==> config.mk <==
export PLATFORM = sky130hd
export DESIGN_NAME = lttb_ctrl
export DESIGN_NICKNAME = d
export VERILOG_FILES = /design/src/hdl/lttb_pkg.sv /design/src/hdl/lttb_ctrl.sv
export SDC_FILE = /design/constraint.sdc
export NUM_CORES = 1
export LEC_CHECK = 0
export CAP_MARGIN = 20
export CORE_AREA = 2 2 39 41
export CTS_CLUSTER_DIAMETER = 50
export DETAILED_ROUTE_END_ITERATION = 7
export DIE_AREA = 0 0 41 43
export DONT_BUFFER_PORTS = 1
export PLACE_DENSITY_LB_ADDON = 0.3
export SLEW_MARGIN = 15
export SYNTH_ARGS = -nofsm -noshare
export SYNTH_HDL_FRONTEND = slang
export SYNTH_SLANG_ARGS = --single-unit
==> constraint.sdc <==
create_clock -name clk_i -period 1.8 [get_ports clk_i]
set_input_delay 0.45 -clock clk_i [delete_from_list [all_inputs] [get_ports clk_i]]
set_output_delay 0.45 -clock clk_i [all_outputs]
set_load 0.1 [all_outputs]
==> src/hdl/lttb_pkg.sv <==
`timescale 1ns / 1ps
// ----------------------------------------------------------------------------
// LTTB downsampler package
// Shared widths, register codes, result selects and the command and status
// bundles between the controller and the datapath.
// ----------------------------------------------------------------------------
package lttb_pkg;

  // Field and state widths.
  localparam int SAMPLE_W   = 32;
  localparam int LEN_W      = 24;
  localparam int TGT_W      = 16;
  localparam int BN_W       = 16;
  localparam int CFG_IDX_W  = 3;
  localparam int CFG_DATA_W = 32;

  // Bucket store: two banks of MAX_BUCKET packed x/y pairs.
  localparam int MAX_BUCKET = 1024;
  localparam int BKT_AW     = $clog2(MAX_BUCKET);
  localparam int FILL_W     = BKT_AW + 1;
  localparam int MEM_AW     = BKT_AW + 1;
  localparam int MEM_DW     = 2 * SAMPLE_W;

  // Triangle arithmetic.
  localparam int SUM_W  = SAMPLE_W + FILL_W + 1;
  localparam int CA_W   = FILL_W + 1 + SAMPLE_W;
  localparam int DIFF_W = SAMPLE_W + 1;
  localparam int BD_W   = SUM_W;
  localparam int LO_W   = 22;
  localparam int PL_W   = DIFF_W + LO_W + 1;
  localparam int PH_W   = DIFF_W + BD_W - LO_W;
  localparam int PROD_W = DIFF_W + BD_W;
  localparam int AREA_W = PROD_W;

  // Computed x.
  localparam int XPROD_W = LEN_W + 1 + SAMPLE_W;
  localparam int XLIM_SH = 40;
  localparam int XCLP_W  = XLIM_SH + 2;
  localparam int XSUM_W  = XCLP_W + 1;

  // Bucket bounds.
  localparam int ACC_W     = 40;
  localparam int NUM_W     = BN_W + 1 + LEN_W;
  localparam int DEN_W     = TGT_W;
  localparam int DIV_CNT_W = $clog2(NUM_W);

  localparam logic [TGT_W-1:0] MIN_TARGET   = 16'd100;
  localparam logic [TGT_W-1:0] TARGET_RESET = 16'd2000;
  localparam logic [SAMPLE_W-1:0] STEP_RESET = 32'h0001_0000;
  localparam logic [LEN_W-1:0] MIN_SERIES   = 24'd3;

  // Configuration register indexes.
  typedef enum logic [CFG_IDX_W-1:0] {
    CFG_TARGET = 3'd0,
    CFG_LENGTH = 3'd1,
    CFG_XCOMP  = 3'd2,
    CFG_ORIGIN = 3'd3,
    CFG_STEP   = 3'd4
  } cfg_reg_e;

  // Source of a result transaction.
  typedef enum logic [1:0] {
    RES_PASS   = 2'd0,
    RES_FIRST  = 2'd1,
    RES_CHOICE = 2'd2,
    RES_FINAL  = 2'd3
  } res_sel_e;

  // Controller states.
  typedef enum logic [4:0] {
    S_IDLE, S_MUL, S_XSEL, S_DECIDE, S_EMIT_PASS, S_EMIT_FIRST, S_STORE, S_BOUND,
    S_WSET1, S_WSET2, S_WALK, S_WEMIT, S_EMIT_LAST, S_ROTATE, S_DIVMUL, S_DIVSTART,
    S_DIVWAIT
  } lttb_state_e;

  typedef struct packed {
    logic     cap_in;
    logic     mul_x;
    logic     sel_x;
    logic     emit;
    res_sel_e res_sel;
    logic     store;
    logic     avg_last;
    logic     walk_mul;
    logic     walk_init;
    logic     walk_run;
    logic     rotate;
    logic     div_mul;
    logic     div_start;
    logic     div_load;
  } lttb_cmd_t;

  typedef struct packed {
    logic is_pass;
    logic is_first;
    logic is_last;
    logic at_bound;
    logic stored_valid;
    logic out_free;
    logic walk_done;
    logic div_busy;
  } lttb_sts_t;

endpackage

==> src/hdl/lttb_ctrl.sv <==
`timescale 1ns / 1ps
// ----------------------------------------------------------------------------
// LTTB controller
// Sequences each sample through x selection, storing, the bucket walk,
// result transactions and the bound division.
// ----------------------------------------------------------------------------
module lttb_ctrl import lttb_pkg::*; (
  input  logic      clk_i,
  input  logic      rst_ni,
  input  logic      in_valid_i,
  input  lttb_sts_t sts_i,
  output lttb_cmd_t cmd_o,
  output logic      idle_o
);

  lttb_state_e state_q, state_d;
  logic        last_q, last_d;

  // State register.
  always_ff @(posedge clk_i or negedge rst_ni) begin
    if (!rst_ni) begin
      state_q <= S_IDLE;
      last_q  <= 1'b0;
    end else begin
      state_q <= state_d;
      last_q  <= last_d;
    end
  end

  // Next state and commands.
  always_comb begin
    state_d = state_q;
    last_d  = last_q;
    cmd_o   = '0;
    idle_o  = 1'b0;
    unique case (state_q)
      S_IDLE: begin
        idle_o = 1'b1;
        if (in_valid_i) begin
          cmd_o.cap_in = 1'b1;
          state_d      = S_MUL;
        end
      end
      S_MUL: begin
        cmd_o.mul_x = 1'b1;
        state_d     = S_XSEL;
      end
      S_XSEL: begin
        cmd_o.sel_x = 1'b1;
        state_d     = S_DECIDE;
      end
      S_DECIDE: begin
        if (sts_i.is_pass) begin
          state_d = S_EMIT_PASS;
        end else if (sts_i.is_first) begin
          state_d = S_EMIT_FIRST;
        end else if (sts_i.is_last) begin
          last_d  = 1'b1;
          state_d = sts_i.stored_valid ? S_WSET1 : S_EMIT_LAST;
        end else begin
          last_d  = 1'b0;
          state_d = S_STORE;
        end
      end
      S_EMIT_PASS: begin
        if (sts_i.out_free) begin
          cmd_o.emit    = 1'b1;
          cmd_o.res_sel = RES_PASS;
          state_d       = S_IDLE;
        end
      end
      S_EMIT_FIRST: begin
        if (sts_i.out_free) begin
          cmd_o.emit    = 1'b1;
          cmd_o.res_sel = RES_FIRST;
          state_d       = S_DIVMUL;
        end
      end
      S_STORE: begin
        cmd_o.store = 1'b1;
        state_d     = S_BOUND;
      end
      S_BOUND: begin
        if (!sts_i.at_bound) begin
          state_d = S_IDLE;
        end else begin
          state_d = sts_i.stored_valid ? S_WSET1 : S_ROTATE;
        end
      end
      S_WSET1: begin
        cmd_o.avg_last = last_q;
        cmd_o.walk_mul = 1'b1;
        state_d        = S_WSET2;
      end
      S_WSET2: begin
        cmd_o.avg_last  = last_q;
        cmd_o.walk_init = 1'b1;
        state_d         = S_WALK;
      end
      S_WALK: begin
        cmd_o.walk_run = 1'b1;
        if (sts_i.walk_done) begin
          state_d = S_WEMIT;
        end
      end
      S_WEMIT: begin
        if (sts_i.out_free) begin
          cmd_o.emit    = 1'b1;
          cmd_o.res_sel = RES_CHOICE;
          state_d       = last_q ? S_EMIT_LAST : S_ROTATE;
        end
      end
      S_EMIT_LAST: begin
        if (sts_i.out_free) begin
          cmd_o.emit    = 1'b1;
          cmd_o.res_sel = RES_FINAL;
          state_d       = S_IDLE;
        end
      end
      S_ROTATE: begin
        cmd_o.rotate = 1'b1;
        state_d      = S_DIVMUL;
      end
      S_DIVMUL: begin
        cmd_o.div_mul = 1'b1;
        state_d       = S_DIVSTART;
      end
      S_DIVSTART: begin
        cmd_o.div_start = 1'b1;
        state_d         = S_DIVWAIT;
      end
      S_DIVWAIT: begin
        if (!sts_i.div_busy) begin
          cmd_o.div_load = 1'b1;
          state_d        = S_IDLE;
        end
      end
      default: state_d = S_IDLE;
    endcase
  end

endmodule

==> metrics.md, run 1 <==
| Metric | Value |
|---|---|
| Status | `stopped before the end` |
| Stage where the run ended | `clock tree synthesis` |
| Error msg | `[ERROR DPL-0038] Utilization greater than 100%, impossible to legalize` |
| EDFF count, synth | `0` |
| Fraction of synthesized cell area taken by the top area cell type | `0.240` |
| Cell area reported after detailed placement | `1200 sq um` |
| CTS Hold Buffers Added | `1` |
| Buffer count from post-CTS setup fixing | `10` |
| Commonest register cell after synthesis | `sky130_fd_sc_hd__dfrtp_1` |
| Syn avg cell area | `7.36 sq um` |
| Proportion of synthesized chip area in sequential cells | `0.240` |
| Cells resized by post-CTS repair | `31` |
| Top cells by area in the synthesized netlist | `sky130_fd_sc_hd__dfrtp_1, sky130_fd_sc_hd__nor2_1, sky130_fd_sc_hd__nand2_1` |
| Buffers on Ports | `0` |
| Number of placement rows | `14` |
| Max Buffers Root-to-Sink | `2` |
| Synth cell types | `38` |
| Die H | `43 microns` |
| Count of placed standard cells including taps | `134` |
| Proportion of register bits with asynchronous set or reset after synthesis | `1.00` |
| Horizontal die dimension | `41 microns` |
| Number of buffers inserted during clock tree synthesis | `3` |
| Root buf cell | `sky130_fd_sc_hd__clkbuf_4` |
| Ports | `27` |
| HPWL after detailed placement | `1990 microns` |
| Yosys reg bits | `6` |
| CTS Sinks | `6` |
| H-Tree Depth | `1` |
| Largest area contributor in the synthesized netlist | `sky130_fd_sc_hd__dfrtp_1` |
| Weighted congestion reported at the end of routability-driven placement | `0.900` |
| Placement-stage worst setup slack | `-0.0806 ns` |
| Number of instances in the synthesized netlist | `85` |
| Cell area after synthesis | `626 sq um` |
| Initial core utilization | `0.452` |
| Yosys warning count | `0` |
| Number of nets produced by synthesis | `96` |
[metrics by stage]
| stage | TNS (ns) | hold WS, ns |
|---|---|---|
| 3_3_place_gp | -0.130 | 0.155 |
| 2_1_floorplan | -4.90 | 0.154 |
| 3_5_place_dp | -0.508 | 0.155 |
[synthesized netlist by cell type, drive strengths merged (2+ instances only)]
cell type	instances
and3	2
mux2i	2
dfrtp	6
inv	4
a32oi	2
nand2b	4
a21oi	4
nor2	16
nor4	3
nand2	7
buf	4
nand3	2
or3	2
o21ai	6
and2	2
[cell families after synthesis]
kind of cell | share of synthesized area
AOI/OAI and AO/OA | 0.238
xor gates and xnor gates | 0.0140
buffers and inverters | 0.0740
DFF | 0.240
muxes | 0.0500
and+or+nand+nor | 0.384
==> run 2: changes to the inputs <==
--- a/config.mk
+++ b/config.mk
@@ -6,12 +6,11 @@
 export NUM_CORES = 1
 export LEC_CHECK = 0
 export CAP_MARGIN = 20
-export CORE_AREA = 2 2 39 41
-export CTS_CLUSTER_DIAMETER = 50
+export CORE_AREA = 2 2 63 65
 export DETAILED_ROUTE_END_ITERATION = 7
-export DIE_AREA = 0 0 41 43
+export DIE_AREA = 0 0 65 67
 export DONT_BUFFER_PORTS = 1
-export PLACE_DENSITY_LB_ADDON = 0.3
+export PLACE_DENSITY_LB_ADDON = 0.15
 export SLEW_MARGIN = 15
 export SYNTH_ARGS = -nofsm -noshare
 export SYNTH_HDL_FRONTEND = slang
==> constraint.sdc (replaced) <==
create_clock -name clk_i -period 2.34 [get_ports clk_i]
set_input_delay 0.585 -clock clk_i [delete_from_list [all_inputs] [get_ports clk_i]]
set_output_delay 0.585 -clock clk_i [all_outputs]
set_load 0.1 [all_outputs]
==> metrics.md, run 2 <==
| Metric | Value |
|---|---|
| HPWL after detailed placement | `1630 microns` |
| Largest area contributor in the synthesized netlist | `sky130_fd_sc_hd__dfrtp_1` |
| Max Buffers Root-to-Sink | `2` |
| TritonCTS clock tree | `built` |
| Endpoints failing hold | `0` |
| Switching fraction of total power | `0.564` |
| Crit. End Element | `output pin` |
| Part of the total power dissipated in sequential elements | `0.148` |
| Clock transition at path regs | `0.03 ns` |
| DRT Wirelength | `1940 microns` |
| Final worst clock skew | `0.000515 ns` |
| Pins Over Slew Limit | `0` |
| EDFF count, synth | `0` |
| Core outline area | `3610 sq um` |
| Leakage | `0.435 nW` |
| Yosys warning count | `0` |
| Final routed DRC violation total | `0` |
| Die H | `67 microns` |
| Horizontal die dimension | `65 microns` |
| Post-synthesis to final-layout area growth | `80.8%` |
| Routed length per instance | `12.7 microns` |
| Number of instances in the synthesized netlist | `85` |
| Root buf cell | `sky130_fd_sc_hd__clkbuf_8` |
| Proportion of register bits with asynchronous set or reset after synthesis | `1.00` |
| Area enclosed by the die boundary | `4360 sq um` |
| Ports | `27` |
| Number of endpoints failing setup at the final stage | `0` |
| Count of placed standard cells including taps | `150` |
| H-Tree Depth | `1` |
| Slew headroom | `0.647` |
| Buffers on Ports | `0` |
| Drt pass-1 iters | `4` |
| Cell Pwr Density | `1560 nW/um^2` |
| Setup TNS | `0 ns` |
| CTS Hold Buffers Added | `0` |
| CTS Sinks | `6` |
| Startpoint of the worst-slack reg-to-reg timing path | `state_q[1]` |
| Min Tclk post-route | `2.25 ns` |
| Initial core utilization | `0.173` |
| Slowest cell on the critical path | `sky130_fd_sc_hd__or3b_1` |
| Maximum clock frequency | `0.445 GHz` |
| Required time at the worst-slack endpoint | `1.75 ns` |
| Antenna Violating Nets Remaining | `0` |
| Synth cell types | `38` |
| Endpoint arrival time on the critical path | `1.66 ns` |
| Critical path class | `reg2out` |
| Power share of the clock group | `0.085` |
| Cell area after synthesis | `626 sq um` |
| Setup repair after global routing missed its margin | `false` |
| Maxcap violations | `0` |
| Number of cells in the finished layout apart from fillers | `153` |
| Combined global-route utilization of all metal layers | `0.0942` |
| Commonest register cell after synthesis | `sky130_fd_sc_hd__dfrtp_1` |
| Antenna violations before repair | `0` |
| Maximum single-stage delay on the critical path | `0.54 ns` |
| Register containing the most flip-flops in the final layout | `state_q` |
| Launch point of the worst path | `state_q[1]` |
| Fraction of synthesized cell area taken by the top area cell type | `0.240` |
| Remaining Overflow, GRT | `0` |
| Maximum number of pins on one net before global-route repair | `13` |
| Slew at the pin closest to its max-slew limit | `0.529 ns` |
| Detail-routed via count per cell | `4.56` |
| Number of buffers inserted during clock tree synthesis | `3` |
| Yosys reg bits | `6` |
| Final worst path period share | `0.960` |
| Number of nets produced by synthesis | `96` |
| Global-route wire length before repair | `3170 microns` |
| Proportion of synthesized chip area in sequential cells | `0.240` |
| Count leader, synth | `sky130_fd_sc_hd__nor2_1` |
| Final net count | `118` |
| Leading cell type in the layout, fill and taps excluded | `sky130_fd_sc_hd__buf_12` |
| Most used cells in the layout excluding fill and tap cells | `sky130_fd_sc_hd__buf_12, sky130_fd_sc_hd__nor2_2, sky130_fd_sc_hd__nand2_1, sky130_fd_sc_hd__buf_4, sky130_fd_sc_hd__nor2_1` |
| Number of placement rows | `22` |
| NetSw | `0.993 mW` |
| Worst path top cell family by delay | `simple AND/OR/NAND/NOR gates` |
| Critical Path Fanout Max | `12` |
| Hold crit path type | `in2async` |
| Fin util | `0.314` |
| Vias in the first global route | `675` |
| Top cells by area in the synthesized netlist | `sky130_fd_sc_hd__dfrtp_1, sky130_fd_sc_hd__nor2_1, sky130_fd_sc_hd__nand2_1` |
| Top flop regs | `state_q x5, last_q x1` |
| Commonest cells in the synthesized netlist | `sky130_fd_sc_hd__nor2_1, sky130_fd_sc_hd__nand2_1, sky130_fd_sc_hd__dfrtp_1, sky130_fd_sc_hd__o21ai_0` |
| Total internal power | `0.768 mW` |
| Diode insertion count for antenna repair | `0` |
| Critical path buffers and inverters | `1` |
| List of cells traversed by the critical path | `or3b_1, nor2_2, buf_12` |
| Clock latency on the worst-skew pair | `0.22 ns` |
| Hold_ws | `0.0627 ns` |
| Weighted congestion reported at the end of routability-driven placement | `0.770` |
| Fraction of final layout cells sized beyond drive strength 1 | `0.457` |
| Total via count in the routed design | `697` |
| Launching element type of the critical path | `register` |
| Flip-flop count of the largest register after layout | `5` |
| Syn avg cell area | `7.36 sq um` |
| Comb power frac | `0.767` |
| DRC violation total after the first TritonRoute iteration | `27` |
| Status | `finished, final reports clean` |
| Maximum vdd ir drop | `0.000450 V` |
run 2: cell counts after synthesis:
No cell type changed its count.
run 2: cells by family (layout without fill, tap and decap cells):
kind of cell    after synthesis  after routing  share of synthesized area
simple gates                 46             46                      0.384
compound gates               20             20                      0.238
buf+inv                       9             29                     0.0740
flops                         6              6                      0.240
mux                           3              3                     0.0500
xor+xnor                      1              1                     0.0140
run 2: metrics by stage:
stage	cell area, sq um	total power [mW]	worst slack [ns]
2_1_floorplan	698	1.21	-0.548
3_3_place_gp	1090	1.62	0.163
3_5_place_dp	1090	1.61	0.156
4_1_cts	1130	1.77	0.0446
5_1_grt	1130	1.87	0.0141
6_report	1130	1.76	0.0940
run 2: per-layer routing:
layer	track usage	vias up	wire, microns
li1	-	349	-
met1	0.0963	325	780
met2	0.182	19	1050
met3	0.0220	4	96
met4	0.0399	0	17
met5	0	-	0
run 2: area by class of cell:
| class | count | area [sq um] |
|---|---|---|
| fillers | 369 | 2470 |
| multi-input cells | 70 | 505 |
| repair buffers | 22 | 353 |
| flip-flops and latches | 6 | 154 |
| well taps | 48 | 60.1 |
| clock buffers | 3 | 41.3 |
| inverters | 4 | 17.5 |
run 2: path summary, 6_finish.rpt:
check	to	slack (ns)	cells after the start
min in group clk_i	state_q[4]	0.53	1
hold reg to reg	last_q	0.54	2
max in group asynchronous	state_q[1]	2.20	0
setup / recovery	cmd_o[12]	0.09	3
hold / removal	state_q[3]	0.06	0
setup reg to reg	state_q[3]	0.26	4
run 2: power groups by stage:
stage | sequential (mW) | combinational [mW] | clock, mW
after floorplan | 0.182 | 1.02 | 0
after global placement | 0.253 | 1.37 | 0
after detailed placement | 0.253 | 1.36 | 0
after CTS | 0.254 | 1.36 | 0.154
after global routing | 0.275 | 1.43 | 0.163
final | 0.261 | 1.35 | 0.150
run 2: timing repair:
| item | in CTS | in global routing |
|---|---|---|
| buffers inserted | 0 | 0 |
| resized for setup | 1 | 2 |
| endpoints found under the setup margin | 5 | 2 |
| cloned | 0 | 0 |
Note: power is estimated with default switching activity, not from simulation.
